### config.mk
export PLATFORM = sky130hd
export DESIGN_NAME = epq_cell
export DESIGN_NICKNAME = d
export VERILOG_FILES = /design/src/sv/epq_pkg.sv /design/src/sv/epq_cell.sv
export SDC_FILE = /design/constraint.sdc
export NUM_CORES = 1
export LEC_CHECK = 0
export CORE_AREA = 2 2 300 302
export CTS_CLUSTER_SIZE = 8
export DETAILED_ROUTE_END_ITERATION = 8
export DIE_AREA = 0 0 302 304
export DONT_BUFFER_PORTS = 1
export PLACE_DENSITY = 0.3
export SLEW_MARGIN = 20
export SYNTH_ARGS = -nofsm -noshare
export SYNTH_HDL_FRONTEND = slang
export SYNTH_SLANG_ARGS = --single-unit
### constraint.sdc
create_clock -name clk -period 19.65 [get_ports clk]
set_input_delay 3.93 -clock clk [delete_from_list [all_inputs] [get_ports clk]]
set_output_delay 3.93 -clock clk [all_outputs]
set_load 0.02 [all_outputs]
### src/sv/epq_pkg.sv
package epq_pkg;

  localparam int QUEUE_DEPTH = 64;
  localparam int CNT_W       = $clog2(QUEUE_DEPTH + 1);

  localparam logic OP_SCHEDULE = 1'b0;
  localparam logic OP_POP      = 1'b1;

  typedef enum logic [1:0] {
    ST_OK    = 2'd0,
    ST_FULL  = 2'd1,
    ST_EMPTY = 2'd2
  } status_t;

  typedef struct packed {
    logic [63:0] ev_time;
    logic [63:0] ev_seq;
    logic [1:0]  ev_kind;
    logic [31:0] ev_job;
    logic [31:0] ev_node;
  } entry_t;

  // per-cycle command broadcast to every cell
  typedef struct packed {
    logic ins;
    logic pop;
  } cell_ctl_t;

endpackage

### src/sv/epq_cell.sv
module epq_cell import epq_pkg::*; (
  input  logic      clk,
  input  cell_ctl_t ctl,
  input  logic      occupied,
  input  entry_t    new_entry,
  input  entry_t    left_entry,
  input  logic      left_before,
  input  entry_t    right_entry,
  output entry_t    entry_q,
  output logic      new_before
);

  entry_t entry_r;
  entry_t entry_nxt;

  // new item ranks ahead of this cell: cell empty, earlier time, or same time and lower stamp
  assign new_before = !occupied ||
                      (new_entry.ev_time < entry_r.ev_time) ||
                      ((new_entry.ev_time == entry_r.ev_time) &&
                       (new_entry.ev_seq < entry_r.ev_seq));

  always_comb begin
    entry_nxt = entry_r;
    if (ctl.pop) begin
      entry_nxt = right_entry;
    end else if (ctl.ins && new_before) begin
      entry_nxt = left_before ? left_entry : new_entry;
    end
  end

  always_ff @(posedge clk) begin
    entry_r <= entry_nxt;
  end

  assign entry_q = entry_r;

endmodule

### After elaboration in Yosys (flattened, before gate mapping)

Cells that the tools add are included.

* shift operators: 0
* divide/modulo/power cells: 0
* bitwise operators: 0
* multiply operators: 0
* $lt $le $gt $ge: 2
* reduce and logical (&&, ||, !) cells: 6
* equal/unequal tests: 1
* add/subtract/negate cells: 0
* mux-type cells: 3

Operators with widths (count)
* 194-bit two-way mux: 3
* 64-bit < comparator: 2
* 64-bit == test: 1
* 1-bit logical AND: 2
* 1-bit logical OR: 2
* 2-bit nonzero test: 1
* 1-bit logical NOT: 1

* bits in latches: 0
* bits in registers: 194
* output and inout bits: 195
* memory bits (writable): 0
* input bits: 587
* logic and storage cells: 17
* memories kept: 0
* memory bits (read-only): 0

### Depth between registers and ports, before layout

Gate-level depths: netlist (run 1).

* word-level depth: 6
* depth in mapped cells: 9
* gate-level depth less buffers: 9

### Least setup slack after synthesis (run 1)

No wires, ideal clock.

* path type: input-to-reg
* from: input port new_entry[191] (netlist bit)
* to: register entry_r, in the netlist entry_q[0], enable pin
* setup time: 0.813 ns
* path slack: 4.177 ns
* required time: 18.837 ns
* buffers on the path: 0
* stages: 8
* arrival time: 14.660 ns
* cells stage by stage: ha_1 a21o_1 a21o_1 a21o_2 a221o_1 and4b_1 nor3b_2 a21oi_1

* cells in the longest elaborated chain, start to end: 5
* elaborated cells between the ends (all ways): 7
* classes of those cells: order compare: 1; eq/ne: 1; reduce/logical: 5

Ends and longest elaborated chain
* start, declared: RTL line epq_cell.sv:5 `input entry_t new_entry,`
* 64-bit < comparator or 64-bit == test (tied branches): RTL line epq_cell.sv:18, epq_cell.sv:19
* 1-bit logical OR or 1-bit logical AND (tied branches): RTL line epq_cell.sv:17, epq_cell.sv:19
* 1-bit logical OR (*): RTL line epq_cell.sv:18 `(new_entry.ev_time < entry_r.ev_time) ||`
* 1-bit logical AND (*): RTL line epq_cell.sv:26 `end else if (ctl.ins && new_before) begin`
* 2-bit nonzero test (no line) (*)
* end signal, assigned: RTL line epq_cell.sv:32 `entry_r <= entry_nxt;`
* end, declared: RTL line epq_cell.sv:13 `entry_t entry_r;`

Mark *: on every way between the ends. The rest lies on a longest branch, timed or not.
A chain may end at the register's enable or synchronous reset.

### Worst setup path after layout (run 1)

* from: input port new_entry[193] (netlist bit)
* to: output port new_before

* cells in the longest elaborated chain, start to end: 3
* elaborated cells between the ends (all ways): 5
* classes of those cells: order compare: 1; eq/ne: 1; reduce/logical: 3

Ends and longest elaborated chain
* 64-bit < comparator or 64-bit == test (tied branches): RTL line epq_cell.sv:18, epq_cell.sv:19
* 1-bit logical OR or 1-bit logical AND (tied branches): RTL line epq_cell.sv:17, epq_cell.sv:19
* 1-bit logical OR (*): RTL line epq_cell.sv:18
* end, declared: RTL line epq_cell.sv:10 `output logic new_before`

Marks and branches as above.

==> results of run 1 <==
[logic make-up (layout without fill, tap and decap cells)]
kind of cell               count (synthesis)  after routing  synth area share
DFF                                      194            194            0.4469
adders and majority gates                127            127            0.1219
other                                      0              3                 0
AOI/OAI and AO/OA                        301            301            0.1276
and+or+nand+nor                          280            280           0.09550
muxes                                    194            194            0.1490
buffers and inverters                    196            166           0.05922
[through the flow]
stage	cell area (um^2)	instances	power, uW
after floorplan	13040	1292	764.5
after global placement	14270	2406	818.9
after detailed placement	14270	2406	817.1
after CTS	14870	2438	1214
after global routing	14880	2441	1249
final	14880	2441	1180
[synthesized netlist by cell type, drive strengths merged]
| master | count | area, um^2 |
|---|---|---|
| nor3 | 6 | 35.03 |
| nor2b | 2 | 12.51 |
| and3 | 1 | 6.260 |
| mux2i | 194 | 1942 |
| ha | 127 | 1589 |
| bufbuf | 1 | 18.77 |
| o21a | 7 | 52.55 |
| o211ai | 3 | 27.52 |
| inv | 131 | 491.7 |
| nand3b | 1 | 7.510 |
| nand4 | 23 | 168.9 |
| and4b | 2 | 20.02 |
| nor2 | 8 | 30.03 |
| o311ai | 3 | 26.28 |
| o221ai | 2 | 23.77 |
| a21boi | 1 | 7.510 |
| nand2b | 1 | 6.260 |
| or3 | 1 | 6.260 |
| a211oi | 2 | 15.01 |
| clkbuf | 41 | 153.9 |
| a2111oi | 2 | 17.52 |
| a221oi | 3 | 26.28 |
| o21ai | 207 | 1036 |
| a31oi | 1 | 6.260 |
| edfxtp | 194 | 5826 |
| nor4 | 4 | 46.29 |
| buf | 23 | 107.6 |
| nor4b | 1 | 8.760 |
| a211o | 1 | 10.01 |
| nand2 | 215 | 807.0 |
| a21oi | 46 | 230.2 |
| and4 | 2 | 17.52 |
| nand3 | 12 | 60.06 |
| nor3b | 1 | 12.51 |
| a221o | 4 | 40.04 |
| o31ai | 1 | 7.510 |
| a21o | 18 | 136.4 |
[power groups by stage]
| stage | Clock [uW] | Combinational (uW) | Sequential, uW |
|---|---|---|---|
| after global placement | 0 | 185 | 634 |
| after detailed placement | 0 | 186 | 631 |
| after CTS | 405 | 187 | 623 |
| final | 380 | 181 | 619 |
| after floorplan | 0 | 148 | 617 |
| after global routing | 414 | 210 | 625 |
[layout make-up]
cell class                      instances  area share
Clock buffer                           17     0.02859
Timing Repair Buffer                    3    0.002355
Tap cell                             1176     0.09890
Inverter                              131     0.03305
Clock inverter                         15     0.01152
Multi-Input combinational cell        902      0.4335
Sequential cell                       194      0.3916
Antenna cell                            3   0.0005046
[worst max-delay path: cells and delay by family]
| family | cells | cell delay, ns |
|---|---|---|
| AND/OR/NAND/NOR | 5 | 1.71 |
| adder cells (fa/ha/maj) | 1 | 0.37 |
| AO/OA/AOI/OAI | 1 | 0.31 |
[metal layers]
layer / GRT usage / vias up / part of all wire
met3: 0.04127 / 53 / 0.085
met4: 0.03776 / 0 / 0.024
met2: 0.2151 / 479 / 0.54
li1: - / 4580 / -
met1: 0.1102 / 4518 / 0.35
met5: 0 / - / 0
[how the worst max path moves through the flow]
stage                 end
3_3_place_gp   new_before
5_1_grt        new_before
4_1_cts        new_before
3_5_place_dp   new_before
2_1_floorplan  entry_q[0]
6_report       new_before
==> flow_summary.ini, run 1 <==
[clock_network]
cts.clk_slew.worst_paths_ns = 0.08
clock-root-buffer = clkbuf_16
clockBufferDepth = 2
cts_resized = 0
cts_tree = yes
h-tree-depth = 4
clkLatencyLatePin_ns = 0.52
cts_hold_buf = 0
numCtsBuffers = 17
cts.sinks = 194
postCtsSetupRepairBufs = 0

[sta]
fmax_mhz = 97.51
timing.hold.ws_ns = 1.792
worst_slew_pin_slew_ns = 0.9532
final.min_clock_period_ns = 10.26
max_slew_margin = 0.3645
fin_setup_tns_ns = 0
maxSlewViolCount = 0
setup_violations = 0
finalHoldViolCount = 0
rsz0062_at_grt = false
period_share = 0.5219
finClkSkew_ns = 0.02074
setup_slack_ns = 9.395

[yosys]
syn_avg_cell_area_um2 = 10.09
yosysWarningCount = 0
synthesis.nets = 2006
synth_cell_types = 47
synth_seq_cells = 194
ys_seq_area_frac = 0.4469
syn_area_um2 = 13040
syn_inst = 1292

[die]
fp.coreArea_um2 = 89050
die_h_um = 304
dieArea_um2 = 91810
start_util = 0.1464
rows = 110
ios = 782
fp.dieW_um = 302

[pwr]
power.internal_uw = 777.5
swShare = 0.3411
power_leakage_uw = 0.006171
pwr-share-clk = 0.322
combPwrFrac = 0.153
irDropWorstVdd_mv = 0.06824
pwr-share-seq = 0.524
powerDensity_nw_per_um2 = 79.31
switching_power_uw = 402.5

[setup_path]
critPathKind = input pin to primary output
reg2reg_depth = 10
start_kind = input pin
crit_chain = ha_1 > nand4_2 > nor4_1 > nand4_1 > nor3_1 > o211ai_2 > nand3b_1
worst-path-max-fanout = 3
critical_path_arrival_ns = 6.33
critPathLaunch = new_entry[193]
critPathMaxStageDelay_ns = 0.45
cpMaxStageDelayCell = nor4_1
cp.required_ns = 15.72
rrSetupSlack_ns = 14.73
end_kind = primary output
regToRegStartpoint = entry_q[193]
r2r_end = entry_q[33]

[global_routing]
grt_max_degree = 391
grt_use_total = 0.1127
first_global_vias = 10070
overflow = 0
grt_pass1_wl_mm = 72.79
grt_antenna_before_repair = 9

[hold_path]
min_path_type = flop to flop
hold_depth = 8
worstHoldStart = entry_q[125]
hold_end = entry_q[154]

[detailed_routing]
avgRoutedWirePerCell_um = 21.98
num_vias = 9630
via_per_inst = 3.945
drt-total-wl_mm = 53.66
drtAntennaViolNets = 0
dr.pass1.iters = 5
drtIter0Drc = 364
route.detailed.drc = 0

[layout]
syn2layout_area_growth_pct = 14.13
multi_input_area_um2 = 6450
final_cell_mix = nand2_1 (215), o21ai_0 (204), mux2i_1 (194), edfxtp_1 (194), inv_1 (131)
fillers = 9958
drive_gt1_frac = 0.03645
largest_reg_flops = 194
regArea_um2 = 5826
final_common_cell = nand2_1
nets = 1963
fin_util = 0.1671

[outcome]
status = completed

[placed_design]
io_buffers = 0
place_ws_ns = 8.934
gp_congestion = 0.8224
dpl.hpwl_mm = 43.64

[job]
max_cap_violations = 0
Note: power is estimated with default switching activity, not from simulation.
==> inputs of run 2 (changes only) <==
Clock period 19.65 ns to 9.5 ns, I/O delays scaled along.
==> run 2 against run 1 <==
  * Global-route usage is 0.078 points lower
  * Non-clock buffer count is the same
  * Cell area grew 0.31%
  * Combinational power increased by 110%
  * Critical path type unchanged
  * Critical endpoint unchanged
  * Largest cell class unchanged
==> flow_summary.ini, run 2 (same netlist as run 1, synthesis figures left out) <==
[sta]
fmax_mhz = 163.1
finClkSkew_ns = 0.01553
maxSlewViolCount = 0
worst_slew_pin_slew_ns = 0.8178
setup_violations = 0
finalHoldViolCount = 0
fin_setup_tns_ns = 0
final.min_clock_period_ns = 6.132
rsz0062_at_grt = false
max_slew_margin = 0.4548
period_share = 0.6455

[job]
max_cap_violations = 0

[layout]
final_cell_mix = nand2_1 (215), o21ai_0 (204), mux2i_1 (194), edfxtp_1 (194), inv_1 (131)
fillers = 9913
drive_gt1_frac = 0.03803
nets = 1963
syn2layout_area_growth_pct = 14.48
final_cells = 2440
largest_reg_flops = 194
final_common_cell = nand2_1

[setup_path]
critPathMaxStageDelay_ns = 0.62
cpMaxStageDelayCell = nor3_1
worst-path-max-fanout = 2
crit_chain = ha_1 > nand4_1 > nor3_1 > nand4_1 > nor3_1 > o211ai_2 > nand3b_1
reg2reg_depth = 9
critPathKind = input pin to primary output
regToRegStartpoint = entry_q[153]
rrSetupSlack_ns = 5.65
end_kind = primary output
start_kind = input pin
critical_path_arrival_ns = 4.23
r2r_end = entry_q[73]
cp.required_ns = 7.60

[clock_network]
cts_hold_buf = 0
clockBufferDepth = 2
cts.sinks = 194
h-tree-depth = 4
cts_tree = yes
cts.clk_slew.worst_paths_ns = 0.10
clock-root-buffer = clkbuf_16
postCtsSetupRepairBufs = 0
numCtsBuffers = 17
clkLatencyLatePin_ns = 0.52
cts_resized = 0

[placed_design]
dp.cells = 2406
dpl.hpwl_mm = 43.09
io_buffers = 0
gp_congestion = 0.8145

[global_routing]
grt_pass1_wl_mm = 71.85
overflow = 0
grt_use_total = 0.1119
grt_antenna_before_repair = 11
first_global_vias = 9962
grt_max_degree = 391

[pwr]
irDropWorstVdd_mv = 0.1414
switching_power_uw = 846.7
swShare = 0.3433
powerDensity_nw_per_um2 = 165.2
totalPowerFinal_uw = 2466
power.internal_uw = 1619
pwr-share-clk = 0.329
power_leakage_uw = 0.006196
combPwrFrac = 0.152
pwr-share-seq = 0.519

[die]
die_h_um = 304
start_util = 0.1464
fp.coreArea_um2 = 89050
rows = 110
dieArea_um2 = 91810
ios = 782
fp.dieW_um = 302

[detailed_routing]
num_vias = 9502
dr.pass1.iters = 5
drtAntennaViolNets = 0
drtIter0Drc = 392
route.detailed.drc = 0
via_per_inst = 3.894
avgRoutedWirePerCell_um = 21.74
drt-total-wl_mm = 53.03

[hold_path]
worstHoldStart = right_entry[89]
hold_depth = 2
min_path_type = input pin to flop
hold_end = entry_q[89]

[outcome]
status = completed
==> run 2: changes by cell type in the layout (fill, tap and decap cells not counted), sizes merged <==
cell,previous run,this run
inv,136,138
clkinv,8,7
clkinvlp,1,0
diode,3,2
==> run 2: critical path, delay by kind of cell <==
family / cells / cell delay, ns
simple gates: 5 / 1.80
fa+ha+maj: 1 / 0.29
compound gates: 1 / 0.24
==> run 2: layout make-up <==
| cell class | instances | area, um^2 | share of cell area |
|---|---|---|---|
| multi-input cells | 902 | 6450 | 0.4322 |
| flip-flops and latches | 194 | 5826 | 0.3903 |
| well taps | 1176 | 1471 | 0.09859 |
| inverters | 131 | 491.7 | 0.03295 |
| clock buffers | 17 | 425.4 | 0.02850 |
| clock inverters | 15 | 207.7 | 0.01392 |
| repair buffers | 3 | 47.55 | 0.003186 |
| diodes | 2 | 5.005 | 0.0003353 |
==> run 2: power by group through the flow <==
stage | Combinational, uW | Clock (uW) | Sequential, uW
2_1_floorplan | 306 | 0 | 1260
3_3_place_gp | 384 | 0 | 1310
3_5_place_dp | 384 | 0 | 1310
4_1_cts | 386 | 864 | 1290
5_1_grt | 435 | 883 | 1290
6_report | 375 | 811 | 1280
==> run 2: routing by layer <==
layer / GRT usage / routed length, um / up-vias
met3: 0.04262 / 4599 / 59
li1: - / - / 4574
met4: 0.04122 / 1221 / 6
met5: 0 / 39 / -
met1: 0.1125 / 19130 / 4399
met2: 0.2069 / 28040 / 464
==> run 2: how the worst max path moves through the flow <==
stage	start	endpoint	slack (ns)	depth (start not counted)
floorplan	new_entry[119]	entry_q[0]	0.12	8
global placement	new_entry[152]	new_before	3.11	7
detailed placement	new_entry[152]	new_before	3.05	7
CTS	new_entry[152]	new_before	3.06	7
global route	new_entry[152]	new_before	3.10	7
finish	new_entry[152]	new_before	3.37	7
==> run 2: metrics by stage <==
stage          utilization  hold WS [ns]  setup slack, ns  instance area, um^2
6_report            0.1676         1.574            3.368                14920
4_1_cts             0.1675         1.504            3.064                14920
3_5_place_dp        0.1604         1.853            3.052                14290
3_3_place_gp        0.1604         1.843            3.110                14290
5_1_grt             0.1676         1.524            3.103                14920
2_1_floorplan            -         2.087           0.1231                13040
==> inputs of run 3 (changes only) <==
Settings changed: ABC_AREA from default to 1.
Clock period 9.5 ns to 5.6 ns, I/O delays scaled along.
==> run 3 against run 2 <==
  * Utilization hardly changed
  * Final cell count is 13% higher
  * Synthesized area is 0.21% higher
  * Flip-flop and latch count stayed put
  * Total power is 67% higher
  * Die area stayed put
  * Clock power is 64% higher
  * Global-route usage is 1.8 points higher
  * Combinational power is 79% higher
  * Count of clock-buffer cells in the layout stayed put
  * Non-clock buffer count is 7 higher
  * Largest power group unchanged
==> flow_summary.ini, run 3 <==
[detailed_routing]
drtIter0Drc = 611
dr.pass1.iters = 6
num_vias = 11430
via_per_inst = 4.140
avgRoutedWirePerCell_um = 22.31
drtAntennaViolNets = 0
route.detailed.drc = 0
drt-total-wl_mm = 61.58

[placed_design]
dp.cells = 2726
gp_congestion = 0.8479
dpl.hpwl_mm = 48.97
io_buffers = 0

[sta]
max_slew_margin = 0.4512
period_share = 0.7208
setup_violations = 0
fmax_mhz = 247.7
finClkSkew_ns = 0.01581
maxSlewViolCount = 0
final.min_clock_period_ns = 4.036
fin_setup_tns_ns = 0
finalHoldViolCount = 0
rsz0062_at_grt = false
worst_slew_pin_slew_ns = 0.8232

[die]
ios = 782
fp.dieW_um = 302
rows = 110
die_h_um = 304
start_util = 0.1467
dieArea_um2 = 91810
fp.coreArea_um2 = 89050

[clock_network]
cts_tree = yes
h-tree-depth = 4
cts_hold_buf = 0
postCtsSetupRepairBufs = 0
clockBufferDepth = 2
clock-root-buffer = clkbuf_16
cts.sinks = 194
cts_resized = 0
cts.clk_slew.worst_paths_ns = 0.09
clkLatencyLatePin_ns = 0.51
numCtsBuffers = 17

[yosys]
synth_seq_cells = 194
ys.flop_type = edfxtp_1
ys_seq_area_frac = 0.4459
synth_cell_types = 28
async_flop_share = 0
synth_common_cells = a21oi_1 (442), nand2_1 (321), nor2_1 (224)
syn_avg_cell_area_um2 = 8.034
synth.area.top_cells = edfxtp_1 (45%), a21oi_1 (17%), ha_1 (12%)
yosysWarningCount = 0
synth_most_common_cell = a21oi_1
synth_top_area_frac = 0.4459
synth_largest_area_cell = edfxtp_1
syn_area_um2 = 13060
synth_edf_count = 194
synthesis.nets = 2340
syn_inst = 1626

[pwr]
totalPowerFinal_uw = 4110
power_leakage_uw = 0.006138
power.internal_uw = 2672
swShare = 0.3500
combPwrFrac = 0.164
switching_power_uw = 1438
irDropWorstVdd_mv = 0.2540
powerDensity_nw_per_um2 = 275.1
pwr-share-clk = 0.324
pwr-share-seq = 0.513

[hold_path]
min_path_type = input pin to flop

[setup_path]
worst-path-max-fanout = 2
end_kind = primary output
cp.required_ns = 4.48
critPathKind = flop to primary output
critical_path_arrival_ns = 2.92
start_kind = flop

[global_routing]
grt_use_total = 0.1303
overflow = 0
grt_pass1_wl_mm = 85.13
grt_antenna_before_repair = 9
first_global_vias = 11940
grt_max_degree = 196

[layout]
syn2layout_area_growth_pct = 14.38
final_cell_mix = a21oi_1 (442), nand2_1 (320), nor2_1 (224)
nets = 2283
drive_gt1_frac = 0.04488
final_cells = 2760
largest_reg_flops = 194
final_common_cell = a21oi_1
fillers = 10090

[outcome]
status = completed

[job]
max_cap_violations = 0
-- run 3: routing by layer --
metal,GRT usage,vias to the layer above,part of all wire
met5,0,-,0.00016
met2,0.2409,594,0.52
met1,0.1313,5404,0.36
met3,0.05840,47,0.11
li1,-,5379,-
met4,0.03316,2,0.015
-- run 3: cell type report --
class                           instances  area, um^2  area share
Clock inverter                         15       171.4     0.01147
Sequential cell                       194        5826      0.3899
Antenna cell                            2       5.005   0.0003350
Inverter                              167       639.4     0.04279
Timing Repair Buffer                   10       112.6    0.007536
Multi-Input combinational cell       1179        6291      0.4210
Tap cell                             1176        1471     0.09848
Clock buffer                           17       425.4     0.02847
-- run 3: worst max-delay path, cell delays in order, from the launching register on --
cell and delay [ns]:
edfxtp_1 0.58, inv_1 0.14, ha_1 0.31, nand2_1 0.07, nor2_1 0.37, nand4_1 0.25, nor4_2 0.29, nand2_1 0.10
nand2_1 0.16, nand2_2 0.14
-- run 3: final timing paths --
path | startpoint | slack [ns] | endpoint | depth (start not counted)
max | entry_q[113] | 1.56 | new_before | 9
min | right_entry[72] | 0.84 | entry_q[72] | 2
max reg2reg | entry_q[113] | 1.88 | entry_q[168] | 14
min reg2reg | entry_q[127] | 2.13 | entry_q[139] | 11
-- run 3: kinds of logic (layout without fill, tap and decap cells) --
family,Yosys count,count (layout),synth area share
other,0,2,0
DFF,194,194,0.4459
adders and majority gates,127,127,0.1216
AOI/OAI and AO/OA,463,463,0.1790
buffers and inverters,253,209,0.07375
and+or+nand+nor,589,589,0.1797
-- run 3: power by group through the flow --
stage	logic (uW)	clock network, uW	registers, uW
finish	673	1330	2110
global route	791	1450	2130
CTS	699	1420	2120
detailed placement	696	0	2150
global placement	691	0	2160
floorplan	514	0	2080
-- run 3: through the flow --
stage	cell area (um^2)	utilization	setup slack (ns)	hold slack [ns]
floorplan	13070	-	0.4785	1.350
global placement	14340	0.1610	1.189	1.353
detailed placement	14340	0.1610	1.228	1.363
CTS	14940	0.1677	1.412	0.7666
global route	14940	0.1678	1.342	0.7949
finish	14940	0.1678	1.564	0.8390
